<file path="src/hw/rtl/dftd_pkg.sv">
// shared constants, types and helper functions of the damped feedback delay
`default_nettype none

package dftd_pkg;

    // store geometry
    localparam int DELAY_DEPTH  = 131072;
    localparam int SAMPLE_WIDTH = 24;
    localparam int ADDR_W       = $clog2(DELAY_DEPTH);
    // read position in samples with 16 fraction bits
    localparam int R_W          = ADDR_W + 17;

    // arithmetic widths
    localparam int CW   = ((SAMPLE_WIDTH > 24) ? SAMPLE_WIDTH : 24) + 2;
    localparam int PW   = CW + 18;
    localparam int SUMW = PW + 1;

    // delay time path
    localparam int T5_W    = 20;
    localparam int T5_MIN  = 1638;
    localparam int T5_MAX  = 622592;
    localparam int PRD_W   = 37;
    // floor(v / 5) = (v * DIV5_M) >> DIV5_SH, exact for v below 2^20
    localparam int              DIV5_SH = 23;
    localparam logic [20:0]     DIV5_M  = 21'd1677722;
    localparam logic [PRD_W-1:0] DLY_MAX = PRD_W'(DELAY_DEPTH - 2) << 16;

    // soft clip
    localparam int ONE   = 1 << 20;
    localparam int NUM_W = 48;
    localparam int DEN_W = 27;
    localparam int QUO_W = 21;

    // configuration port
    localparam int PADDR_W = 5;

    typedef enum logic [2:0] {
        REG_BASE_DELAY = 3'd0,
        REG_FEEDBACK   = 3'd1,
        REG_DAMPING    = 3'd2,
        REG_WET_MIX    = 3'd3,
        REG_SAMPLE_RATE = 3'd4
    } reg_idx_t;

    localparam logic [16:0] BASE_RST = 17'd19661;
    localparam logic [15:0] FB_RST   = 16'd26214;
    localparam logic [15:0] DAMP_RST = 16'd26214;
    localparam logic [16:0] MIX_RST  = 17'd22938;
    localparam logic [16:0] SR_RST   = 17'd48000;

    localparam logic [16:0] BASE_LO = 17'd655;
    localparam logic [16:0] BASE_HI = 17'd117965;
    localparam logic [15:0] FB_HI   = 16'd62259;
    localparam logic [15:0] DAMP_HI = 16'd58982;
    localparam logic [16:0] MIX_HI  = 17'd65536;

    // clamped settings seen by the datapath
    typedef struct packed {
        logic [16:0] base;
        logic [15:0] fb;
        logic [15:0] damp;
        logic [16:0] mix;
        logic [16:0] sr;
    } cfg_t;

    // round half up, divide by 2^16
    function automatic logic signed [SUMW-1:0] rsh16(input logic signed [SUMW-1:0] v);
        logic signed [SUMW-1:0] t;
        t = v + SUMW'(32768);
        return t >>> 16;
    endfunction

    function automatic logic signed [23:0] sat24(input logic signed [SUMW-1:0] v);
        logic signed [23:0] r;
        if (v > SUMW'(24'sh7FFFFF))
            r = 24'sh7FFFFF;
        else if (v < -SUMW'(24'sh7FFFFF) - SUMW'(1))
            r = -24'sh7FFFFF - 24'sd1;
        else
            r = v[23:0];
        return r;
    endfunction

    function automatic logic signed [SAMPLE_WIDTH-1:0] sat_sw(input logic signed [SUMW-1:0] v);
        logic signed [SUMW-1:0] hi;
        logic signed [SUMW-1:0] lo;
        logic signed [SAMPLE_WIDTH-1:0] r;
        hi = (SUMW'(1) <<< (SAMPLE_WIDTH - 1)) - SUMW'(1);
        lo = -hi - SUMW'(1);
        if (v > hi)
            r = hi[SAMPLE_WIDTH-1:0];
        else if (v < lo)
            r = lo[SAMPLE_WIDTH-1:0];
        else
            r = v[SAMPLE_WIDTH-1:0];
        return r;
    endfunction

endpackage

`default_nettype wire

</file>
<file path="src/hw/rtl/dftd_regs.sv">
// configuration registers with range clamps
`default_nettype none

module dftd_regs (
    input  wire logic                         clk,
    input  wire logic                         rst_n,
    input  wire logic                         psel,
    input  wire logic                         penable,
    input  wire logic                         pwrite,
    input  wire logic [dftd_pkg::PADDR_W-1:0] paddr,
    input  wire logic [31:0]                  pwdata,
    output logic      [31:0]                  prdata,
    output logic                              pready,
    output dftd_pkg::cfg_t                    cfg
);
    import dftd_pkg::*;

    logic [16:0] base_reg;
    logic [15:0] fb_reg;
    logic [15:0] damp_reg;
    logic [16:0] mix_reg;
    logic [16:0] sr_reg;
    logic        wr_en;
    reg_idx_t    idx;

    assign pready = 1'b1;
    assign wr_en  = psel && penable && pwrite;
    assign idx    = reg_idx_t'(paddr[4:2]);

    always_ff @(posedge clk or negedge rst_n)
    begin
        if (!rst_n)
        begin
            base_reg <= BASE_RST;
            fb_reg   <= FB_RST;
            damp_reg <= DAMP_RST;
            mix_reg  <= MIX_RST;
            sr_reg   <= SR_RST;
        end
        else if (wr_en)
        begin
            case (idx)
                REG_BASE_DELAY:  base_reg <= pwdata[16:0];
                REG_FEEDBACK:    fb_reg   <= pwdata[15:0];
                REG_DAMPING:     damp_reg <= pwdata[15:0];
                REG_WET_MIX:     mix_reg  <= pwdata[16:0];
                REG_SAMPLE_RATE: sr_reg   <= pwdata[16:0];
                default: ;
            endcase
        end
    end

    always_comb
    begin
        case (idx)
            REG_BASE_DELAY:  prdata = {15'd0, base_reg};
            REG_FEEDBACK:    prdata = {16'd0, fb_reg};
            REG_DAMPING:     prdata = {16'd0, damp_reg};
            REG_WET_MIX:     prdata = {15'd0, mix_reg};
            REG_SAMPLE_RATE: prdata = {15'd0, sr_reg};
            default:         prdata = 32'd0;
        endcase
    end

    always_comb
    begin
        cfg.base = (base_reg < BASE_LO) ? BASE_LO : ((base_reg > BASE_HI) ? BASE_HI : base_reg);
        cfg.fb   = (fb_reg > FB_HI) ? FB_HI : fb_reg;
        cfg.damp = (damp_reg > DAMP_HI) ? DAMP_HI : damp_reg;
        cfg.mix  = (mix_reg > MIX_HI) ? MIX_HI : mix_reg;
        cfg.sr   = sr_reg;
    end

endmodule

`default_nettype wire

</file>
<file path="config.mk">
export PLATFORM = sky130hd
export DESIGN_NAME = dftd_regs
export DESIGN_NICKNAME = d
export VERILOG_FILES = /design/src/hw/rtl/dftd_pkg.sv /design/src/hw/rtl/dftd_regs.sv
export SDC_FILE = /design/constraint.sdc
export NUM_CORES = 1
export LEC_CHECK = 0
export BUFFER_PORTS_ARGS = -buffer_cell sky130_fd_sc_hd__clkbuf_2
export CAP_MARGIN = 20
export CORE_ASPECT_RATIO = 1.1
export CORE_MARGIN = 1.5
export CORE_UTILIZATION = 45
export DETAILED_ROUTE_END_ITERATION = 12
export PLACE_DENSITY = 0.81
export SETUP_SLACK_MARGIN = 0.02
export SLEW_MARGIN = 20
export SYNTH_ARGS = -nofsm -noshare
export SYNTH_HDL_FRONTEND = slang
export SYNTH_SLANG_ARGS = --single-unit
</file>
<file path="constraint.sdc">
create_clock -name clk -period 1.6 [get_ports clk]
set_input_delay 0.24 -clock clk [delete_from_list [all_inputs] [get_ports clk]]
set_output_delay 0.24 -clock clk [all_outputs]
set_load 0.005 [all_outputs]
</file>
==> flow_summary.ini <==
[cells_and_area]
design_area_um2 = 7040
filler_cell_count_in_the_final_layout = 667
area.sequential_um2 = 2130
syn2layout_area_growth_pct = 50.2
antenna_cells_inserted = 0
drive_above_1_share = 0.763
multi_input_area_um2 = 2820
design.final.nets = 654
fin_cells = 737

[worst_setup_path]
crit_type = register to output pin
regToRegStartpoint = mix_reg[14]
cp_data_required_time_ps = 1360
timing.reg2reg.worst_path_depth = 4
endpoint_kind = output pin
regToRegSetupSlack_ps = 540
cp.arrival_ps = 1960
critical_path_peak_fanout = 4
worst_r2r_endpoint = mix_reg[14]
setup.worst_path.start_class = register

[logic_synthesis]
ys_ff_latch = 83
number_of_distinct_standard_cells_referenced_by_the_synthesized_netlist = 47
yosysSeqAreaShare = 0.454
top_cells_by_instance_count_after_synthesis = sky130_fd_sc_hd__mux2_2, sky130_fd_sc_hd__dfrtp_1, sky130_fd_sc_hd__dfstp_2, sky130_fd_sc_hd__a22oi_1, sky130_fd_sc_hd__buf_4
synth_top_flop_cell = sky130_fd_sc_hd__dfrtp_1
mappedNetlistArea_um2 = 4690
synthesis.yosys.warnings = 0
synth-async-reset-ratio = 1.00
syn_inst = 394
synth_enable_flop_cells = 0
synth.largest_area_cell = sky130_fd_sc_hd__dfrtp_1
yosysTopAreaCellShare = 0.235
top_cells_by_area_synth = sky130_fd_sc_hd__dfrtp_1, sky130_fd_sc_hd__dfstp_2, sky130_fd_sc_hd__mux2_2
syn_avg_cell_area_um2 = 11.9
synth_most_common_cell = sky130_fd_sc_hd__mux2_2

[run]
max_cap_violations = 0

[power]
peak_vdd_ir_uv = 661
p_leak_nw = 3.36
power.density_nw_per_um2 = 1160
finalPower_mw = 8.16

[routing]
ant_nets = 0
detailroute.via_count = 4384
detailedRoute.firstPassIterationCount = 5
via_per_inst = 5.95
drt_first_iter_violations = 284
routed_wl_um = 16500
drc = 0
detail_route.wl_per_cell_um = 22.4

[sta]
fin_worst_skew_ps = 0
unrepaired_setup_endpoints_after_global_routing = true
number_of_failing_hold_endpoints_at_the_final_stage = 0
fmaxAchievable_mhz = 455
hold-worst-slack_ps = 140
report.final.setup_viol = 67
fin_setup_tns_ps = -23230
final-max-slew-violation-count = 0
postLayoutSetupSlackWorst_ps = -598
post-route-min-period_ps = 2200
finalCritPeriodShare = 1.37

[place]
place.gp.congestion = 0.906
numPortBuffers = 124
dpl.hpwl_um = 10800
place_area_um2 = 5990
placedCellCount = 698

[grt]
grt_max_degree = 29
first_global_vias = 4520
antenna_found_initial = 0
grt_pass1_wl_um = 24900
gr-total-overflow = 0
grt_use_total = 0.301

[worst_hold_path]
hold_end = sr_reg[16]
min_path_type = input pin to register
worstHoldStart = pwdata[16]
timing.hold.worst_path_depth = 2

[die]
core_area_um2 = 9980
die_x_um = 100
fp.dieArea_um2 = 11000
io_pins = 158
fp-row-count = 38
die_ht_um = 110
floorplan.initialDensity = 0.469

[run_status]
failed_checks = setup timing
result_of_the_run = finished with violations

[clocking]
worst_setup_hold_path_clk_slew_ps = 100
cts.path.max_buffers = 2
clock_tree.root_cell = sky130_fd_sc_hd__clkbuf_8
worstSkewPairLatency_ps = 370
cts_tree = yes
total_number_of_clock_tree_sinks = 83
cts_inserted_buffers = 9
cts.htree.levels = 3
## metal layers
metal,wire length [um],GRT usage,vias to the layer above
met5,0,0,-
met4,675,0.159,0
met3,1150,0.0586,58
met2,8410,0.513,258
met1,6270,0.363,2216
li1,-,-,1852
## per-stage QoR
stage / setup WS, ps / utilization
after detailed placement: -302 / 0.600
after global routing: -671 / 0.705
after global placement: -216 / 0.600
after CTS: -531 / 0.674
final: -598 / 0.705
after floorplan: 35.8 / -
## worst max-delay path by stage
stage | startpoint | endpoint | slack [ps] | cells past startpoint
after floorplan | base_reg[3] | cfg[70] | 40 | 4
after global placement | fb_reg[3] | cfg[52] | -220 | 6
after detailed placement | fb_reg[3] | cfg[56] | -300 | 6
after CTS | base_reg[10] | cfg[71] | -530 | 6
after global routing | base_reg[7] | cfg[75] | -670 | 6
final | base_reg[7] | cfg[75] | -600 | 6
## placed cells by master (no fill, tap or decap), drive strengths merged, types with 2 or more instances in the layout
master  instances
a21oi           3
o21ai           2
nand3           3
and3            6
o211ai          2
o311ai          3
nor3b           2
a21o            3
a211oi          2
nor4            4
a22oi          30
nand4           2
nand2b         12
clkbuf        111
dfstp          39
o21bai          2
buf           135
nor2           11
and2           16
nand2          10
nand3b          3
inv             5
o22ai          16
mux2           99
nor4bb          2
bufinv          2
clkinv          2
nor2b          16
dfrtp          44
a31oi           2
nor3            3
conb           16
## power by group
group	leakage, nW	internal (mW)	switching (mW)
clock network	0.107	0.886	0.840
logic	2.28	1.94	1.39
registers	0.970	2.65	0.446
total	3.36	5.48	2.67
## final cells by class
cell class	instances	share of cell area
clock inverter	6	0.0128
multi-input combinational	277	0.401
inverter	4	0.00213
sequential	83	0.302
clock buffer	10	0.0181
tap	120	0.0213
timing repair buffer	237	0.242
## timing repair
item | 4_1_cts | 5_1_grt
endpoints found under the setup margin | 66 | 69
hold endpoints to repair | 16 | 0
buffers inserted | 13 | 18
resized for setup | 94 | 72
hold buffers | 1 | 0
pin swaps | 28 | 24
## cell families (layout without fill, tap and decap cells)
family          count (synthesis)  count (layout)  synth area share
other cells                     2              16           0.00160
mux                           100             100             0.248
flops                          83              83             0.454
compound gates                 69              69             0.105
simple gates                   92              92             0.128
buf+inv                        48             257            0.0635
## worst max-delay path, cell delays in order, from the launching register on
cell                       delay (ps)
sky130_fd_sc_hd__dfstp_2          590
sky130_fd_sc_hd__a21oi_1          120
sky130_fd_sc_hd__buf_4            150
sky130_fd_sc_hd__o2111a_1         280
sky130_fd_sc_hd__and2_4           190
sky130_fd_sc_hd__a21o_1           150
sky130_fd_sc_hd__clkbuf_2         100
(Power assumes the default switching activity.)
