===== src/hw/rtl/dftd_pkg.sv =====
// shared constants, types and helper functions of the damped feedback delay
`default_nettype none

package dftd_pkg;

    // store geometry
    localparam int DELAY_DEPTH  = 131072;
    localparam int SAMPLE_WIDTH = 24;
    localparam int ADDR_W       = $clog2(DELAY_DEPTH);
    // read position in samples with 16 fraction bits
    localparam int R_W          = ADDR_W + 17;

    // arithmetic widths
    localparam int CW   = ((SAMPLE_WIDTH > 24) ? SAMPLE_WIDTH : 24) + 2;
    localparam int PW   = CW + 18;
    localparam int SUMW = PW + 1;

    // delay time path
    localparam int T5_W    = 20;
    localparam int T5_MIN  = 1638;
    localparam int T5_MAX  = 622592;
    localparam int PRD_W   = 37;
    // floor(v / 5) = (v * DIV5_M) >> DIV5_SH, exact for v below 2^20
    localparam int              DIV5_SH = 23;
    localparam logic [20:0]     DIV5_M  = 21'd1677722;
    localparam logic [PRD_W-1:0] DLY_MAX = PRD_W'(DELAY_DEPTH - 2) << 16;

    // soft clip
    localparam int ONE   = 1 << 20;
    localparam int NUM_W = 48;
    localparam int DEN_W = 27;
    localparam int QUO_W = 21;

    // configuration port
    localparam int PADDR_W = 5;

    typedef enum logic [2:0] {
        REG_BASE_DELAY = 3'd0,
        REG_FEEDBACK   = 3'd1,
        REG_DAMPING    = 3'd2,
        REG_WET_MIX    = 3'd3,
        REG_SAMPLE_RATE = 3'd4
    } reg_idx_t;

    localparam logic [16:0] BASE_RST = 17'd19661;
    localparam logic [15:0] FB_RST   = 16'd26214;
    localparam logic [15:0] DAMP_RST = 16'd26214;
    localparam logic [16:0] MIX_RST  = 17'd22938;
    localparam logic [16:0] SR_RST   = 17'd48000;

    localparam logic [16:0] BASE_LO = 17'd655;
    localparam logic [16:0] BASE_HI = 17'd117965;
    localparam logic [15:0] FB_HI   = 16'd62259;
    localparam logic [15:0] DAMP_HI = 16'd58982;
    localparam logic [16:0] MIX_HI  = 17'd65536;

    // clamped settings seen by the datapath
    typedef struct packed {
        logic [16:0] base;
        logic [15:0] fb;
        logic [15:0] damp;
        logic [16:0] mix;
        logic [16:0] sr;
    } cfg_t;

    // round half up, divide by 2^16
    function automatic logic signed [SUMW-1:0] rsh16(input logic signed [SUMW-1:0] v);
        logic signed [SUMW-1:0] t;
        t = v + SUMW'(32768);
        return t >>> 16;
    endfunction

    function automatic logic signed [23:0] sat24(input logic signed [SUMW-1:0] v);
        logic signed [23:0] r;
        if (v > SUMW'(24'sh7FFFFF))
            r = 24'sh7FFFFF;
        else if (v < -SUMW'(24'sh7FFFFF) - SUMW'(1))
            r = -24'sh7FFFFF - 24'sd1;
        else
            r = v[23:0];
        return r;
    endfunction

    function automatic logic signed [SAMPLE_WIDTH-1:0] sat_sw(input logic signed [SUMW-1:0] v);
        logic signed [SUMW-1:0] hi;
        logic signed [SUMW-1:0] lo;
        logic signed [SAMPLE_WIDTH-1:0] r;
        hi = (SUMW'(1) <<< (SAMPLE_WIDTH - 1)) - SUMW'(1);
        lo = -hi - SUMW'(1);
        if (v > hi)
            r = hi[SAMPLE_WIDTH-1:0];
        else if (v < lo)
            r = lo[SAMPLE_WIDTH-1:0];
        else
            r = v[SAMPLE_WIDTH-1:0];
        return r;
    endfunction

endpackage

`default_nettype wire


===== src/hw/rtl/dftd_div.sv =====
// bit-serial restoring divider for the soft clip, rounds half up
`default_nettype none

module dftd_div (
    input  wire logic                       clk,
    input  wire logic                       rst_n,
    input  wire logic                       start,
    input  wire logic [dftd_pkg::NUM_W-1:0] num,
    input  wire logic [dftd_pkg::DEN_W-1:0] den,
    output logic                            done,
    output logic      [dftd_pkg::QUO_W-1:0] quo
);
    import dftd_pkg::*;

    logic [DEN_W-1:0]   rem_reg;
    logic [QUO_W-1:0]   low_reg;
    logic [DEN_W-1:0]   den_reg;
    logic [4:0]         cnt_reg;
    logic               busy_reg;
    logic               done_reg;
    logic [NUM_W:0]     n_init;
    logic [DEN_W:0]     trial;
    logic               ge;

    // n = num + den/2; the top part is below den since the quotient fits
    assign n_init = {1'b0, num} + (NUM_W + 1)'(den >> 1);
    assign trial  = {rem_reg, low_reg[QUO_W-1]};
    assign ge     = trial >= {1'b0, den_reg};
    assign done   = done_reg;
    assign quo    = low_reg;

    always_ff @(posedge clk or negedge rst_n)
    begin
        if (!rst_n)
        begin
            busy_reg <= 1'b0;
            done_reg <= 1'b0;
            cnt_reg  <= '0;
        end
        else
        begin
            done_reg <= 1'b0;
            if (start)
            begin
                busy_reg <= 1'b1;
                cnt_reg  <= '0;
            end
            else if (busy_reg)
            begin
                cnt_reg <= cnt_reg + 5'd1;
                if (cnt_reg == 5'(QUO_W - 1))
                begin
                    busy_reg <= 1'b0;
                    done_reg <= 1'b1;
                end
            end
        end
    end

    always_ff @(posedge clk)
    begin
        if (start)
        begin
            rem_reg <= n_init[NUM_W-1:QUO_W];
            low_reg <= n_init[QUO_W-1:0];
            den_reg <= den;
        end
        else if (busy_reg)
        begin
            rem_reg <= ge ? DEN_W'(trial - {1'b0, den_reg}) : trial[DEN_W-1:0];
            low_reg <= {low_reg[QUO_W-2:0], ge};
        end
    end

endmodule

`default_nettype wire


===== config.mk =====
export PLATFORM = sky130hd
export DESIGN_NAME = dftd_div
export DESIGN_NICKNAME = d
export VERILOG_FILES = /design/src/hw/rtl/dftd_pkg.sv /design/src/hw/rtl/dftd_div.sv
export SDC_FILE = /design/constraint.sdc
export NUM_CORES = 1
export LEC_CHECK = 0
export BUFFER_PORTS_ARGS = -buffer_cell sky130_fd_sc_hd__buf_2
export CORE_MARGIN = 4
export CORE_UTILIZATION = 33
export CTS_CLUSTER_SIZE = 28
export DETAILED_ROUTE_END_ITERATION = 6
export PLACE_DENSITY_LB_ADDON = 0.25
export SYNTH_ARGS = -nofsm -noshare
export SYNTH_HDL_FRONTEND = slang
export SYNTH_SLANG_ARGS = --single-unit
export TNS_END_PERCENT = 50

===== constraint.sdc =====
create_clock -name clk -period 4 [get_ports clk]
set_input_delay 1 -clock clk [delete_from_list [all_inputs] [get_ports clk]]
set_output_delay 1 -clock clk [all_outputs]
set_load 0.005 [all_outputs]

==> flow_results.org <==
** Finish
- Fillcell total :: 2086
- Measured on the finished design, the core utilization comes to 39.2%.
- Net count, final :: 966
- Combined area of the multi-input logic cells :: 4090 um2
- Final cell count without fillers :: 1106
- The number of antenna diodes in the final layout is 0.
- Of the cells placed in the final design, the portion with a size suffix greater than 1 is 20.7%.
- Relative to the synthesized area, the layout overhead comes to 16.4%.
- Sequential standard cell area :: 2430 um2

** Synth
- Number of warnings printed during yosys synthesis :: 0
- In this run, synthesis inferred 75 flip-flops with an integrated enable.
- Synthesis produced 723 cells.
- Synth Cell Area :: 6840 um2
- Proportion of netlist area held by the largest area contributor :: 32.9%
- Number of distinct library cells after synthesis :: 78
- Leading area contributor after synthesis :: edfxtp_1
- After synthesis, the mean cell area works out to 9.46 um2.
- Post-synth ARST share :: 8.54%
- Net Count, Synth :: 858
- Synth area leaders :: edfxtp_1 33%, ha_1 10%, xnor2_1 5.8%
- Sequential elements use 35.5% of the synthesized area.
- Number of synthesized register bits :: 82
- Top flip-flop cell by instance count after synthesis :: edfxtp_1

** Worst setup path
- Classification of the worst setup path :: in -> reg
- Critical path endpoint category :: register
- For the worst setup path, the data required time is 4230 ps.
- The worst register-to-register path begins at quo[20]$_DFFE_PP_.
- In this run the worst path has a maximum fanout of 4.
- For the worst flop-to-flop path, the logic depth is 10.
- The worst register-to-register path ends at rem_reg[25]$_DFFE_PP_.
- STA classifies the critical path startpoint as an input port.
- Critical path's slowest cell :: or4_1
- Setup slack on the worst reg-to-reg path comes out at 560 ps.
- Crit-path max cell delay :: 540 ps
- The critical path starts at den[1].
- Worst path arrival time :: 3830 ps
- In this run the worst setup path terminates at rem_reg[25]$_DFFE_PP_.
- Traced cell by cell, the critical path runs through buf_2, ha_1, inv_1, fa_1, nand2b_1, a211oi_4, nor4bb_4, o311ai_2, a41oi_2, or4_1, a32oi_1, o311a_1.

** Run
- Across the run, the number of max-cap violations was 0.

** GRT
- Global routing consumed, over all layers together, 16.7% of the routing resources.
- Number of global-route vias before repair :: 5810
- Entering global routing, the biggest net connects 49 pins.
- GRT Residual Overflow :: 0
- The initial antenna violation count was 0.
- Wire length of the first global-routing pass :: 31.1 mm

** STA
- Transition at the pin with the smallest max-transition slack :: 635 ps
- After layout, the minimum clock period comes to 3600 ps.
- Fin. max-slew vios :: 0
- Setup repair after global routing left no endpoint under its margin.
- Worst clock skew :: 9.15 ps
- Derived from the worst setup path, the maximum achievable clock frequency is 278 MHz.
- Setup total negative slack on the finished layout was measured at 0 ps.
- In this run the tightest slew margin relative to its limit is 57.3%.
- Ratio of final minimum period to clock period :: 90.0%
- Endpoints failing hold :: 0
- Setup violations remaining at the end of the flow were counted as 0.

** Pwr
- Leakage power figure :: 3.30 nW
- Comb pwr share :: 52.8%
- Portion of total power attributed to sequential cells :: 29.9%
- Power density of the placed cells :: 586 nW/um2
- Net switching power figure :: 1.94 mW
- IR Drop Worst-Case VDD :: 0.242 mV
- Part of the power in the clock network :: 17.3%
- Net Sw Frac :: 41.6%
- The internal portion of the total power is 2.73 mW.

** Floorplan
- Die height :: 152 um
- Ports placed on the boundary :: 100
- The die is 152 um wide.
- Row count :: 52
- The die covers 23100 um2.
- Placeable core region :: 20300 um2
- Once the floorplan was initialized, standard cells occupied 33.7% of the core.

** Clock tree
- In this run the clock root is driven by a clkbuf_16.
- The tree built by TritonCTS fans out to 82 sinks.
- Clock tree synthesis inserted a total of 9 buffers.
- TritonCTS built the clock tree.
- Post_cts resized :: 0
- No sink is reached through more buffers than the 2 on the longest clock path.
- Deepest level of the CTS H-tree :: 3
- After clock tree synthesis, the clock-pin slew on the worst setup and hold paths is 70 ps.
- Number of hold buffers added after cts :: 0
- At the later pin of the worst-skew pair, clock insertion delay measures 360 ps.
- Setup repair bufs after CTS :: 0

** Routing
- Total detailed-routing wirelength :: 19.7 mm
- Total vias in the final route :: 5913
- Drt pass-1 iters :: 5
- Dividing the detail-routed via count by the number of cells gives 5.35.
- In the final routed layout, each cell accounts on average for 17.8 um.
- Once detail routing completed, the nets flagged for antenna violations numbered 0.
- The detailed router finished its first iteration with 334 violations.
- Detailed-route DRC error count :: 0

** Outcome
- The flow ran to the end, and the final reports show no timing, DRC or antenna violations.

** Hold path
- The path class of the tightest hold or removal check is in -> async.

** Placed design
- Sum of net half-perimeters after detailed placement :: 15.3 mm
- Number of placed instances, taps included :: 1090
- I/O Buffers :: 99
- RD Place Congestion :: 0.896
==> cells in the mapped netlist, drive strengths merged (5+ instances only) <==
library cell,count
a211oi,25
a21boi,8
a21o,20
a21oi,70
and3,12
and4,5
clkbuf,17
dfrtp,7
edfxtp,75
ha,55
inv,52
mux2,18
mux2i,5
nand2,54
nand3,13
nand4,11
nor2,51
nor2b,8
nor3,13
o211ai,7
o21a,11
o21ai,39
o21bai,5
o31ai,9
or2,5
xnor2,45
xor2,15
==> cell usage in the layout (no fill, tap or decap), drive strengths merged, types with 4 or more instances in the layout <==
master / instances
buf: 116
edfxtp: 75
a21oi: 70
ha: 55
nand2: 54
inv: 54
nor2: 51
xnor2: 45
o21ai: 39
a211oi: 25
a21o: 20
mux2: 18
xor2: 15
nor3: 13
nand3: 13
and3: 12
o21a: 11
nand4: 11
clkbuf: 10
o31ai: 9
nor2b: 8
a21boi: 8
o211ai: 7
dfrtp: 7
or2: 5
o21bai: 5
mux2i: 5
and4: 5
nor3b: 4
o211a: 4
nor4: 4
or4: 4
clkinv: 4
o311ai: 4
==> logic make-up (layout without fill, tap and decap cells) <==
| logic type | Yosys count | in the layout | synth area share [%] |
|---|---|---|---|
| AND/OR/NAND/NOR | 196 | 196 | 14.9 |
| AO/OA/AOI/OAI | 233 | 233 | 22.9 |
| buffers and inverters | 72 | 185 | 4.70 |
| adder cells (fa/ha/maj) | 57 | 57 | 10.6 |
| multiplexers | 23 | 23 | 3.69 |
| XOR/XNOR | 60 | 60 | 7.68 |
| flip-flops | 82 | 82 | 35.5 |
==> through the flow <==
step / hold WS, ps / area [um2] / power, mW / setup WS (ps)
detailed placement: 544 / 7700 / 3.85 / 42.1
finish: 467 / 7970 / 4.67 / 399
CTS: 462 / 7970 / 4.68 / 416
global route: 480 / 7970 / 5.04 / 174
global placement: 528 / 7700 / 3.85 / 47.2
floorplan: 505 / 6840 / 3.19 / 391
==> power groups by stage <==
| stage | clock network [mW] | registers [mW] | logic (mW) |
|---|---|---|---|
| finish | 0.808 | 1.40 | 2.47 |
| global route | 0.855 | 1.42 | 2.76 |
| CTS | 0.824 | 1.40 | 2.46 |
| detailed placement | 0 | 1.41 | 2.44 |
| global placement | 0 | 1.41 | 2.44 |
| floorplan | 0 | 1.35 | 1.84 |
==> how the worst min path moves through the flow <==
stage	to	startpoint	slack (ps)	depth (start not counted)
detailed placement	done$_DFF_PN0_	cnt_reg[2]$_DFFE_PN0P_	540	2
finish	cnt_reg[0]$_DFFE_PN0P_	rst_n	470	1
global route	cnt_reg[0]$_DFFE_PN0P_	rst_n	480	1
floorplan	cnt_reg[4]$_DFFE_PN0P_	cnt_reg[4]$_DFFE_PN0P_	500	2
CTS	cnt_reg[4]$_DFFE_PN0P_	rst_n	460	1
global placement	cnt_reg[4]$_DFFE_PN0P_	cnt_reg[4]$_DFFE_PN0P_	530	2
==> critical path, delay by kind of cell <==
kind            cells  cell delay (ps)
compound gates      5             1220
fa+ha+maj           2              570
buf+inv             2              150
simple gates        3              860
==> area by class of cell <==
type | count | share of cell area (%)
inverters | 53 | 2.50
repair buffers | 116 | 8.01
well taps | 270 | 4.24
multi-input cells | 569 | 51.4
clock inverters | 6 | 0.518
clock buffers | 10 | 2.87
flip-flops and latches | 82 | 30.5
==> layer usage <==
metal	up-vias	routed length, um	share of wire (%)	track usage (%)
met2	141	9310	47	27.5
met1	2807	9250	47	22.7
met4	0	359	1.8	5.14
met3	24	751	3.8	2.47
li1	2941	-	-	-
met5	-	0	0	0
Power figures use the tool's default switching activity.
